===== src/rtl/xsp_pkg.sv =====
package xsp_pkg;

  // input kinds
  localparam logic [2:0] KIND_DATA  = 3'd0;
  localparam logic [2:0] KIND_READ  = 3'd1;
  localparam logic [2:0] KIND_QUEUE = 3'd2;
  localparam logic [2:0] KIND_DONE  = 3'd3;
  localparam logic [2:0] KIND_OPEN  = 3'd4;

  // result status codes
  localparam logic [1:0] ST_OK         = 2'd0;
  localparam logic [1:0] ST_INVALID    = 2'd1;
  localparam logic [1:0] ST_PRESENT    = 2'd2;
  localparam logic [1:0] ST_INCOMPLETE = 2'd3;

  // stripe conditions
  localparam logic [1:0] COND_UNPROTECTED = 2'd0;
  localparam logic [1:0] COND_QUEUED      = 2'd1;
  localparam logic [1:0] COND_PROTECTED   = 2'd2;

  // configuration register indexes
  localparam logic CFG_MEMBER_COUNT = 1'b0;
  localparam logic CFG_PAGE_LEN     = 1'b1;

  localparam int MAP_W = 16;

  typedef enum logic [2:0] {
    OP_DATA,
    OP_READ,
    OP_QUEUE,
    OP_DONE,
    OP_OPEN,
    OP_REJECT
  } op_t;

  typedef struct packed {
    op_t              op;
    logic [3:0]       slot;
    logic [11:0]      offset;
    logic [7:0]       data;
    logic             ok;
    logic             last;
    logic [MAP_W-1:0] mask;
  } cmd_t;

endpackage


===== src/rtl/xsp_cmdq.sv =====
module xsp_cmdq (
  input  logic          clk,
  input  logic          rst_n,
  input  logic          push,
  input  xsp_pkg::cmd_t push_cmd,
  output logic          full,
  input  logic          pop,
  output xsp_pkg::cmd_t head,
  output logic          empty
);
  import xsp_pkg::*;

  cmd_t       entry_r [2];
  logic       wr_ptr_r;
  logic       rd_ptr_r;
  logic [1:0] count_r;
  logic       do_push;
  logic       do_pop;

  assign full    = (count_r == 2'd2);
  assign empty   = (count_r == 2'd0);
  assign head    = entry_r[rd_ptr_r];
  assign do_push = push && !full;
  assign do_pop  = pop && !empty;

  always_ff @(posedge clk) begin
    if (do_push) begin
      entry_r[wr_ptr_r] <= push_cmd;
    end
  end

  always_ff @(posedge clk) begin
    if (!rst_n) begin
      wr_ptr_r <= 1'b0;
      rd_ptr_r <= 1'b0;
      count_r  <= 2'd0;
    end else begin
      if (do_push) wr_ptr_r <= !wr_ptr_r;
      if (do_pop)  rd_ptr_r <= !rd_ptr_r;
      case ({do_push, do_pop})
        2'b10:   count_r <= count_r + 2'd1;
        2'b01:   count_r <= count_r - 2'd1;
        default: ;
      endcase
    end
  end

endmodule


===== config.mk =====
export PLATFORM = sky130hd
export DESIGN_NAME = xsp_cmdq
export DESIGN_NICKNAME = d
export VERILOG_FILES = /design/src/rtl/xsp_pkg.sv /design/src/rtl/xsp_cmdq.sv
export SDC_FILE = /design/constraint.sdc
export NUM_CORES = 1
export LEC_CHECK = 0
export BUFFER_PORTS_ARGS = -buffer_cell sky130_fd_sc_hd__buf_2
export CAP_MARGIN = 20
export CORE_MARGIN = 2
export CORE_UTILIZATION = 45
export DETAILED_ROUTE_END_ITERATION = 7
export PLACE_DENSITY = 0.7
export SYNTH_ARGS = -nofsm -noshare
export SYNTH_HDL_FRONTEND = slang
export SYNTH_SLANG_ARGS = --single-unit

===== constraint.sdc =====
create_clock -name clk -period 2.6 [get_ports clk]
set_clock_uncertainty 0.15 [all_clocks]
set_input_delay 0.39 -clock clk [delete_from_list [all_inputs] [get_ports clk]]
set_output_delay 0.39 -clock clk [all_outputs]
set_load 0.02 [all_outputs]

Yosys cells after proc, flatten, opt, wreduce, memory -nomap -nowiden
Memories as Yosys holds them, arrays and structs flattened. A register that Yosys moved wholly into a read port is not among the register bits.
Index checks and enable logic that the tools add are counted.
Word-level totals
  bits in registers: 4
  latch bits: 0
  RAM bits: 90
  memory bits (read-only): 0
  bits of input ports: 49
  memories kept: 1
Memories
  entry_r: words 2, width 45, rd ports 1, clocked after Yosys merged registers in 1, write ports 1, line xsp_cmdq.sv:13  | cmd_t entry_r [2];
Operators by class
  add/subtract/negate cells: 2
  $mul: 0
  divide/modulo/power cells: 0
  magnitude comparators: 0
  equal/unequal tests: 3
  shift operators: 0
  mux-type cells: 5
  bitwise logic cells: 0
  reduce and logical (&&, ||, !) cells: 8
Operator list (count)
  equality test 2 bit (second input constant): 2
  zero test 1 bit: 4
  two-way mux 1 bit: 4
  case mux 2 bit (2 select lines): 1
  adder 2 x 1 -> 2 bit (second input constant): 1
  equality test 2 x 1 -> 1 bit (second input constant): 1
  logical AND 1 bit: 2
  zero test 2 bit: 1
  nonzero test 2 bit: 1
  subtractor 2 x 1 -> 2 bit (second input constant): 1

Logic depth before layout (Yosys ltp)
  word-level depth: 5
  depth in mapped cells: 6
  depth with buffers taken out: 6

Worst setup path before layout
Ideal clock, no wire load.
  kind: flip-flop to flip-flop
  from: register count_r[0]
  to: memory entry_r[0][0] (netlist bit) (enable)
  setup time: 0.399 ns
  arrival: 1.832 ns
  required time: 2.051 ns
  path slack: 0.219 ns
  cell stages (with the launch flop): 5
  path buffers: 0
  clock period less this slack: 2.381 ns
  path through: dfxtp_1 -> nand2b_2 -> inv_2 -> or3_1 -> inv_1
On the way
  word-level cells in the longest chain between the ends: 5
Ends and longest elaborated chain
  from (decl): line xsp_cmdq.sv:16  | logic [1:0] count_r;
  from (signal assigned): line xsp_cmdq.sv:41  | 2'b10: count_r <= count_r + 2'd1;
  from (signal assigned): line xsp_cmdq.sv:42  | 2'b01: count_r <= count_r - 2'd1;
  equality test 2 bit: line xsp_cmdq.sv:20  | assign full = (count_r == 2'd2);
  named net full: line xsp_cmdq.sv:6  | output logic full,
  zero test 1 bit: line xsp_cmdq.sv:23  | assign do_push = push && !full;
  logical AND 1 bit: line xsp_cmdq.sv:23
  two-way mux 1 bit: line xsp_cmdq.sv:27  | if (do_push) begin
  two-way mux 1 bit (not written as such): line xsp_cmdq.sv:28  | entry_r[wr_ptr_r] <= push_cmd;
  to (decl): line xsp_cmdq.sv:13
The timed path passes the listed nets, and every way through them passes these cells.

==> impl_metrics.py <==
metrics = {
    "run": {
        "cap_violations": 0,
    },
    "route": {
        "drt-initial-drc-count": 91,
        "drcViolationCount": 0,
        "drtAntennaViolNets": 0,
        "wl_per_cell_um": 14.8,
        "first_pass_iters": 4,
        "via_per_inst": 4.67,
        "vias": 1776,
        "drt-total-wl_um": 5630,
    },
    "sta": {
        "worst_slack_ns": 0.398,
        "slew_headroom": 0.675,
        "hold_viol": 0,
        "setup_viol": 0,
        "report.final.slew_viol_count": 0,
        "timing.setup.tns_ns": 0,
        "hold_slack_ns": 0.0722,
        "post-route-period-util": 0.847,
        "rsz0062_at_grt": "false",
        "min_period_ns": 2.20,
        "max_freq_ghz": 0.454,
        "worst_pin_slew_ns": 0.487,
    },
    "grt": {
        "grt_pass1_wl_um": 8940,
        "grt_overflow": 0,
        "grt_pass1_vias": 1899,
        "grt_max_degree": 33,
        "grt_use_total": 0.142,
        "antenna_found_initial": 0,
    },
    "worst_setup_path": {
        "critPathCaptureType": "output pin",
        "startpoint_type": "register",
        "max_stage_delay_ns": 0.56,
        "crit_chain": "buf_4, mux2_2, buf_2",
        "critPathArrivalTime_ns": 1.66,
        "r2r_setup_slack_ns": 0.61,
        "required_ns": 2.06,
        "path_class": "reg2out",
        "cp_max_fo": 14,
        "cp_slowest_cell": "dfxtp_2",
    },
    "placement": {
        "pre_cts_ws_ns": 0.592,
        "place_congestion": 0.734,
        "place_hpwl_um": 3900,
        "io_buffer_count": 95,
        "dp.cells": 364,
    },
    "final_layout": {
        "syn_to_final_growth_pct": 24.4,
        "layout-drive-gt1-share": 0.597,
        "antenna_cells": 0,
        "stdcell_count": 380,
        "design.final.nets": 323,
        "layout_common_cells": "buf_2, edfxtp_1, mux2_2, clkbuf_8, dfxtp_1",
        "n_fill_cell": 614,
        "final_common_cell": "buf_2",
    },
    "synth": {
        "ys_seq_area_frac": 0.807,
        "syn_area_sq_um": 3470,
        "synth_warnings": 0,
        "syn-num-nets": 216,
        "ys_types": 18,
        "synth_cells": 166,
        "synth_seq_cells": 95,
        "syn_area_per_cell_sq_um": 20.9,
    },
    "status": {
        "status": "finished clean",
    },
    "power_and_ir_drop": {
        "total_power_mw": 4.23,
        "pwr_density_cell_nw_per_um2": 978,
        "p_leak_nw": 1.62,
        "ir_worst_vdd_mv": 0.522,
    },
    "clock_tree": {
        "cts_hold_buf": 0,
        "path_clk_slew_ns": 0.09,
        "clockRootBuffer": "clkbuf_8",
        "post_cts_resized": 0,
        "cts_made_buffers": 9,
        "insertion_delay_ns": 0.34,
        "cts_tree": "yes",
        "cts-htree-levels": 3,
        "cts_num_sinks": 95,
        "cts_setup_buffers": 0,
        "cts.path.max_buffers": 2,
    },
    "die": {
        "die_h_um": 91.8,
        "coreArea_sq_um": 7610,
        "io_pins": 96,
        "die_area_sq_um": 8430,
        "rows": 32,
        "die_x_um": 91.8,
        "start_util": 0.456,
    },
    "worst_hold_path": {
        "hold_class": "in2reg",
    },
}
-- cell type report --
class | count | area (sq um) | area share
Timing Repair Buffer | 101 | 558 | 0.129
Tap cell | 102 | 128 | 0.0295
Sequential cell | 95 | 2800 | 0.649
Multi-Input combinational cell | 63 | 633 | 0.147
Clock inverter | 4 | 30.0 | 0.00695
Clock buffer | 12 | 155 | 0.0359
Inverter | 3 | 11.3 | 0.00261
-- routing by layer --
metal / share of wire / track usage / vias up
met2: 0.52 / 0.239 / 46
li1: - / - / 857
met3: 0.058 / 0.0518 / 10
met1: 0.40 / 0.166 / 863
met5: 0 / 0 / -
met4: 0.018 / 0.0560 / 0
-- through the flow --
stage / area (sq um) / util
CTS: 4320 / 0.568
global placement: 4130 / 0.543
floorplan: 3470 / -
finish: 4320 / 0.568
detailed placement: 4130 / 0.543
global route: 4320 / 0.568
-- flip-flops by register name, indices dropped and copies added (netlist names), named ones only --
register / flops
entry_r: 90
rd_ptr_r: 1
wr_ptr_r: 1
count_r: 2
-- report_power, final --
group | leakage [nW] | switching, mW | internal (mW)
Sequential | 0.884 | 0.0957 | 1.93
Combinational | 0.642 | 0.748 | 0.576
Clock | 0.0930 | 0.471 | 0.404
-- cells in the mapped netlist --
cell type | instances | area (sq um)
xnor2_1 | 3 | 26.3
dfxtp_1 | 5 | 100
inv_1 | 2 | 7.51
nand2_1 | 1 | 3.75
buf_2 | 5 | 25.0
edfxtp_1 | 90 | 2700
and3_1 | 1 | 6.26
nor2_1 | 1 | 3.75
ha_1 | 1 | 12.5
and2_1 | 1 | 6.26
o21ai_0 | 2 | 10.0
mux2_2 | 45 | 507
nand2b_2 | 1 | 8.76
or3_1 | 2 | 12.5
inv_2 | 1 | 3.75
a21boi_1 | 2 | 15.0
o21a_1 | 1 | 7.51
nor2b_1 | 2 | 12.5
-- critical path: cells and delay by family, from the launching register on --
family | cells | cell delay (ns)
buffers and inverters | 2 | 0.41
DFF | 1 | 0.56
muxes | 1 | 0.34
-- path summary, 6_finish.rpt --
| path | from | end | depth (start not counted) |
|---|---|---|---|
| worst max-delay path | register | head[0] | 3 |
| worst max register to register | count_r[0] | entry_r[0][40] | 5 |
| worst min register to register | wr_ptr_r | wr_ptr_r | 2 |
| worst min-delay path | push_cmd[11] | entry_r[1][11] | 1 |
-- cells by family after synthesis --
logic type	synth area share
AOI/OAI and AO/OA	0.00937
DFF	0.807
xor gates and xnor gates	0.00757
muxes	0.146
and+or+nand+nor	0.0155
buffers and inverters	0.0105
adders and majority gates	0.00360
(Power assumes the default switching activity.)
