### src/rtl/xsp_pkg.sv
package xsp_pkg;

  // input kinds
  localparam logic [2:0] KIND_DATA  = 3'd0;
  localparam logic [2:0] KIND_READ  = 3'd1;
  localparam logic [2:0] KIND_QUEUE = 3'd2;
  localparam logic [2:0] KIND_DONE  = 3'd3;
  localparam logic [2:0] KIND_OPEN  = 3'd4;

  // result status codes
  localparam logic [1:0] ST_OK         = 2'd0;
  localparam logic [1:0] ST_INVALID    = 2'd1;
  localparam logic [1:0] ST_PRESENT    = 2'd2;
  localparam logic [1:0] ST_INCOMPLETE = 2'd3;

  // stripe conditions
  localparam logic [1:0] COND_UNPROTECTED = 2'd0;
  localparam logic [1:0] COND_QUEUED      = 2'd1;
  localparam logic [1:0] COND_PROTECTED   = 2'd2;

  // configuration register indexes
  localparam logic CFG_MEMBER_COUNT = 1'b0;
  localparam logic CFG_PAGE_LEN     = 1'b1;

  localparam int MAP_W = 16;

  typedef enum logic [2:0] {
    OP_DATA,
    OP_READ,
    OP_QUEUE,
    OP_DONE,
    OP_OPEN,
    OP_REJECT
  } op_t;

  typedef struct packed {
    op_t              op;
    logic [3:0]       slot;
    logic [11:0]      offset;
    logic [7:0]       data;
    logic             ok;
    logic             last;
    logic [MAP_W-1:0] mask;
  } cmd_t;

endpackage

### src/rtl/xsp_front.sv
module xsp_front #(
  parameter int PAGE_BYTES  = 4096,
  parameter int MAX_MEMBERS = 16
) (
  input  logic          clk,
  input  logic          rst_n,
  input  logic          cfg_valid,
  output logic          cfg_ready,
  input  logic          cfg_index,
  input  logic [12:0]   cfg_data,
  input  logic [2:0]    in_kind,
  input  logic [7:0]    in_slot,
  input  logic [11:0]   in_offset,
  input  logic [7:0]    in_data_byte,
  input  logic [15:0]   in_length,
  input  logic          in_ok,
  output xsp_pkg::cmd_t cmd
);
  import xsp_pkg::*;

  localparam logic [16:0] PAGE_LIM  = 17'(PAGE_BYTES);
  localparam logic [4:0]  COUNT_LIM = 5'(MAX_MEMBERS);

  logic [4:0]  member_count_r;
  logic [12:0] page_len_r;

  logic        count_ok;
  logic        page_ok;
  logic        data_ok;
  logic        read_ok;
  logic [16:0] one_hot;
  logic [16:0] mask_w;

  assign cfg_ready = 1'b1;

  always_ff @(posedge clk) begin
    if (!rst_n) begin
      member_count_r <= 5'd1;
      page_len_r     <= 13'd4096;
    end else if (cfg_valid) begin
      unique case (cfg_index)
        CFG_MEMBER_COUNT: member_count_r <= cfg_data[4:0];
        CFG_PAGE_LEN:     page_len_r     <= cfg_data;
        default:          ;
      endcase
    end
  end

  always_comb begin
    count_ok = (member_count_r != 5'd0) && (member_count_r <= COUNT_LIM);
    page_ok  = (page_len_r != 13'd0) && ({4'b0, page_len_r} <= PAGE_LIM);
    data_ok  = count_ok && page_ok
            && ({1'b0, in_slot} < {4'b0, member_count_r})
            && (in_length == {3'b0, page_len_r})
            && ({1'b0, in_offset} < page_len_r);
    read_ok  = ({5'b0, in_offset} < PAGE_LIM);
    one_hot  = 17'd1 << member_count_r;
    mask_w   = one_hot - 17'd1;

    cmd.slot   = in_slot[3:0];
    cmd.offset = in_offset;
    cmd.data   = in_data_byte;
    cmd.ok     = in_ok;
    cmd.last   = ({1'b0, in_offset} == (page_len_r - 13'd1));
    cmd.mask   = mask_w[MAP_W-1:0];

    unique case (in_kind)
      KIND_DATA:  cmd.op = data_ok ? OP_DATA : OP_REJECT;
      KIND_READ:  cmd.op = read_ok ? OP_READ : OP_REJECT;
      KIND_QUEUE: cmd.op = count_ok ? OP_QUEUE : OP_REJECT;
      KIND_DONE:  cmd.op = OP_DONE;
      KIND_OPEN:  cmd.op = OP_OPEN;
      default:    cmd.op = OP_REJECT;
    endcase
  end

endmodule

### config.mk
export PLATFORM = sky130hd
export DESIGN_NAME = xsp_front
export DESIGN_NICKNAME = d
export VERILOG_FILES = /design/src/rtl/xsp_pkg.sv /design/src/rtl/xsp_front.sv
export SDC_FILE = /design/constraint.sdc
export NUM_CORES = 1
export LEC_CHECK = 0
export BUFFER_PORTS_ARGS = -buffer_cell sky130_fd_sc_hd__buf_4
export CAP_MARGIN = 5
export CORE_MARGIN = 10
export CORE_UTILIZATION = 50
export DETAILED_ROUTE_END_ITERATION = 16
export GPL_TIMING_DRIVEN = 1
export PLACE_DENSITY = 0.93
export SYNTH_ARGS = -nofsm -noshare
export SYNTH_HDL_FRONTEND = slang
export SYNTH_SLANG_ARGS = --single-unit
### constraint.sdc
create_clock -name clk -period 3 [get_ports clk]
set_clock_uncertainty 0.2 [all_clocks]
set_input_delay 0.15 -clock clk [delete_from_list [all_inputs] [get_ports clk]]
set_output_delay 0.15 -clock clk [all_outputs]
set_load 0.03 [all_outputs]
After elaboration in Yosys (flattened, before gate mapping). Cells that the tools add are included.

Input port bits: 65. Register bits: 18. Logic and storage cells: 30. Output and inout port bits: 46.

Muxes and demuxes: 3. Shift operators: 1. $add $sub $neg: 2. Order comparisons: 4. Reductions and logical operators: 11. Equal/unequal tests: 6. Bitwise gates (word level): 1.

Operators by type and width (number): 16-bit by 13-bit equality test with 1-bit output (1); 1-bit by 5-bit << shifter with 16-bit output (first input constant) (1); 16-bit by 1-bit subtractor with 16-bit output (second input constant) (1); 3-bit case mux with 5 select lines (1); 12-bit by 13-bit equality test with 1-bit output (1); 13-bit <= comparator (second input constant) (1); 12-bit by 13-bit less-than comparator with 1-bit output (1); 13-bit nonzero test (1); 13-bit by 1-bit subtractor with 13-bit output (second input constant) (1); 8-bit by 5-bit less-than comparator with 1-bit output (1); 3-bit by 2-bit equality test with 1-bit output (second input constant) (2); 1-bit logical AND (6); 3-bit 2-to-1 mux (2); 5-bit <= comparator (second input constant) (1); 5-bit nonzero test (1); 2-bit AND reduction (2); 3-bit by 1-bit equality test with 1-bit output (second input constant) (1); 3-bit equality test (second input constant) (1); 3-bit zero test (1); 1-bit NOT (1).

Logic depth before layout (Yosys ltp).
Depth after elaboration: 8. Mapped depth: 10.

Worst setup path after synthesis. OpenSTA, ideal clock, no wires.

Path kind: register -> output. Start point: reg member_count_r[3]. End point: out cmd[10] (netlist name). Data arrival time: 2.599 ns. Cell stages (with the launch flop): 9. Data required time: 2.650 ns. Path slack: 0.051 ns. Path through: dfxtp_1 -> clkbuf_1 -> nor4_1 -> nand2_1 -> ha_1 -> nor3_1 -> and3_1 -> a31oi_1 -> o21ai_0.

RTL lines: start, declared (RTL line xsp_front.sv:24) `logic [4:0] member_count_r;`; start signal, assigned (RTL line xsp_front.sv:42) `CFG_MEMBER_COUNT: member_count_r <= cfg_data[4:0];`; end, declared (RTL line xsp_front.sv:17) `output xsp_pkg::cmd_t cmd`.

==> impl_metrics.tcl <==
set metrics [dict create \
    grt_max_degree 19 \
    crit_path_end_kind "output pin" \
    async_reset_ff_frac 0 \
    combPwrFrac 0.516 \
    tightest_slew_ps 560 \
    cpMostUsedCell "buf_4" \
    die_h_um 86.3 \
    dp.cells 405 \
    synth_nets 382 \
    syn_avg_cell_area_um2 7.36 \
    track_usage 0.178 \
    port-buffer-count 91 \
    p_clk_frac 0.202 \
    cts_sinks 18 \
    drive_above_1_share 0.295 \
    grt_overflow 0 \
    stdcell_count 425 \
    maxCapViolCount 0 \
    hold_path.class "primary input to flop" \
    setup_viol 0 \
    p_per_area_nw_per_um2 330 \
    cts_made_buffers 3 \
    final-seq-area_um2 360 \
    dr.pass1.iters 4 \
    multi_input_area_um2 1510 \
    crit_buf_inv 3 \
    hpwl_um 5840 \
    routed-via-count 2351 \
    antenna_cells 0 \
    grt_pass1_wl_um 11200 \
    finalHoldViolCount 0 \
    antenna_left 0 \
    placed_area_um2 2710 \
    grt_pass1_vias 2340 \
    antenna_found_initial 0 \
    layout_commonest_cell "buf_4" \
    clk_pin_slew_ps 70 \
    leakagePower_nw 1.32 \
    total_power_mw 0.969 \
    fill_cells 336 \
    place.gp.congestion 1.00 \
    outcome "complete, no violations" \
    finalSetupTns_ps 0 \
    crit_family "compound AO/OA/AOI/OAI gates" \
    cts_root_buf "clkbuf_8" \
    p_switching_mw 0.375 \
    drc_errors 0 \
    cts_max_level 1 \
    core_um2 4290 \
    wl_per_cell_um 16.7 \
    die_w_um 86.3 \
    place_ws_ps 292 \
    slew_headroom 0.623 \
    slowest_delay_ps 480 \
    slew_violations 0 \
    timing.final.crit_share 0.950 \
    cpMaxStageDelayCell "dfxtp_1" \
    utilization 0.684 \
    design_area_um2 2940 \
    cts_tree "yes" \
    finalCriticalPeriod_ps 2850 \
    critical_path_class "flop to output pin" \
    synth_seq_cells 18 \
    wirelength_um 7080 \
    yosysWarningCount 0 \
    insertion_delay_ps 250 \
    whs_ps 36.1 \
    pin_count 111 \
    critPathMaxFanout 7 \
    nets 457 \
    crit_chain "inv_1, ha_1, nor3b_4, buf_4, o21a_1, o31ai_1, o21ai_0, a2111oi_2, buf_4" \
    initial_utilization 0.513 \
    drtIter0Drc 135 \
    drt-vias-per-instance 5.53 \
    syn_inst 299 \
    timing.fmax_mhz 351 \
    std_cell_rows 24 \
    swShare 0.387 \
    die_area_um2 7460 \
    setup_slack_ps 149 \
    yosysSeqAreaShare 0.164 \
    start_kind "flop" \
    syn_area_um2 2200 \
    clockBufferDepth 2 \
    p_seq_frac 0.283 \
    worstPathArrival_ps 2500 \
    synth_edf_count 0 \
    critPathRequiredTime_ps 2650 \
    ys.flop_type "dfxtp_1" \
    ir_worst_vdd_mv 0.314 \
    intPower_mw 0.593 \
    layout_common_cells "96 x buf_4, 39 x nand2_1, 21 x xnor2_1, 19 x o21ai_0" \
    synth_cell_type_count 45 \
    area_growth_pct 33.5 \
]
## power by group through the flow
stage	combinational [mW]	clock [mW]	sequential, mW
6_report	0.499	0.196	0.274
5_1_grt	0.540	0.207	0.276
4_1_cts	0.496	0.198	0.273
3_5_place_dp	0.476	0	0.278
3_3_place_gp	0.464	0	0.277
2_1_floorplan	0.340	0	0.266
## cells in the mapped netlist, drive strengths merged, types with 2 or more instances
cell type | number | area share
a2111oi | 2 | 0.011
a211oi | 2 | 0.0068
a21boi | 13 | 0.044
a21o | 6 | 0.020
a21oi | 10 | 0.023
a31oi | 2 | 0.0057
and2 | 4 | 0.011
and3 | 3 | 0.0085
buf | 29 | 0.10
clkbuf | 12 | 0.020
dfxtp | 18 | 0.16
ha | 18 | 0.10
inv | 19 | 0.032
mux2i | 6 | 0.027
nand2 | 39 | 0.067
nand2b | 3 | 0.0085
nand3 | 11 | 0.025
nand4 | 6 | 0.017
nor2 | 11 | 0.019
nor2b | 5 | 0.014
nor3 | 8 | 0.023
nor3b | 2 | 0.012
nor4 | 6 | 0.020
o211ai | 2 | 0.0068
o21ai | 20 | 0.045
o31ai | 3 | 0.010
xnor2 | 21 | 0.084
xor2 | 9 | 0.036
## worst paths after layout
path	startpoint	to	slack [ps]	depth (start not counted)
setup / recovery	page_len_r[1]	cmd[16]	150	9
hold / removal	rst_n	page_len_r[1]	40	2
setup reg to reg	member_count_r[0]	member_count_r[0]	1310	5
hold reg to reg	page_len_r[11]	page_len_r[11]	340	2
## layout make-up
| cell class | instances | share of cell area |
|---|---|---|
| flip-flops and latches | 18 | 0.123 |
| multi-input cells | 220 | 0.513 |
| repair buffers | 111 | 0.296 |
| well taps | 52 | 0.0221 |
| clock buffers | 4 | 0.0187 |
| inverters | 20 | 0.0268 |
## layer usage
layer | part of all wire | vias to the layer above | track usage
li1 | - | 1154 | -
met1 | 0.40 | 1078 | 0.203
met2 | 0.51 | 97 | 0.318
met3 | 0.063 | 22 | 0.0413
met4 | 0.026 | 0 | 0.0574
met5 | 0 | - | 0
## registers in the layout (all words and copies together), names as in the netlist
signal / cells
member_count_r: 5
page_len_r: 13
## what timing repair did
| item | in CTS | in global routing |
|---|---|---|
| hold endpoints to repair | 18 | 0 |
| pin swaps | 0 | 0 |
| cloned | 0 | 0 |
| gates resized for setup | 0 | 3 |
| hold buffers | 15 | 0 |
| setup endpoints to repair | 1 | 4 |
| buffers inserted | 1 | 0 |
## cells by family (layout without fill, tap and decap cells)
logic type / after synthesis / in the layout / share of synthesized area
other cells: 1 / 1 / 0.00170
simple gates: 100 / 100 / 0.235
compound gates: 64 / 64 / 0.190
fa+ha+maj: 18 / 18 / 0.102
mux: 7 / 7 / 0.0324
flops: 18 / 18 / 0.164
buf+inv: 61 / 135 / 0.156
xor+xnor: 30 / 30 / 0.119
No activity file was read; power rests on OpenSTA's default activity.
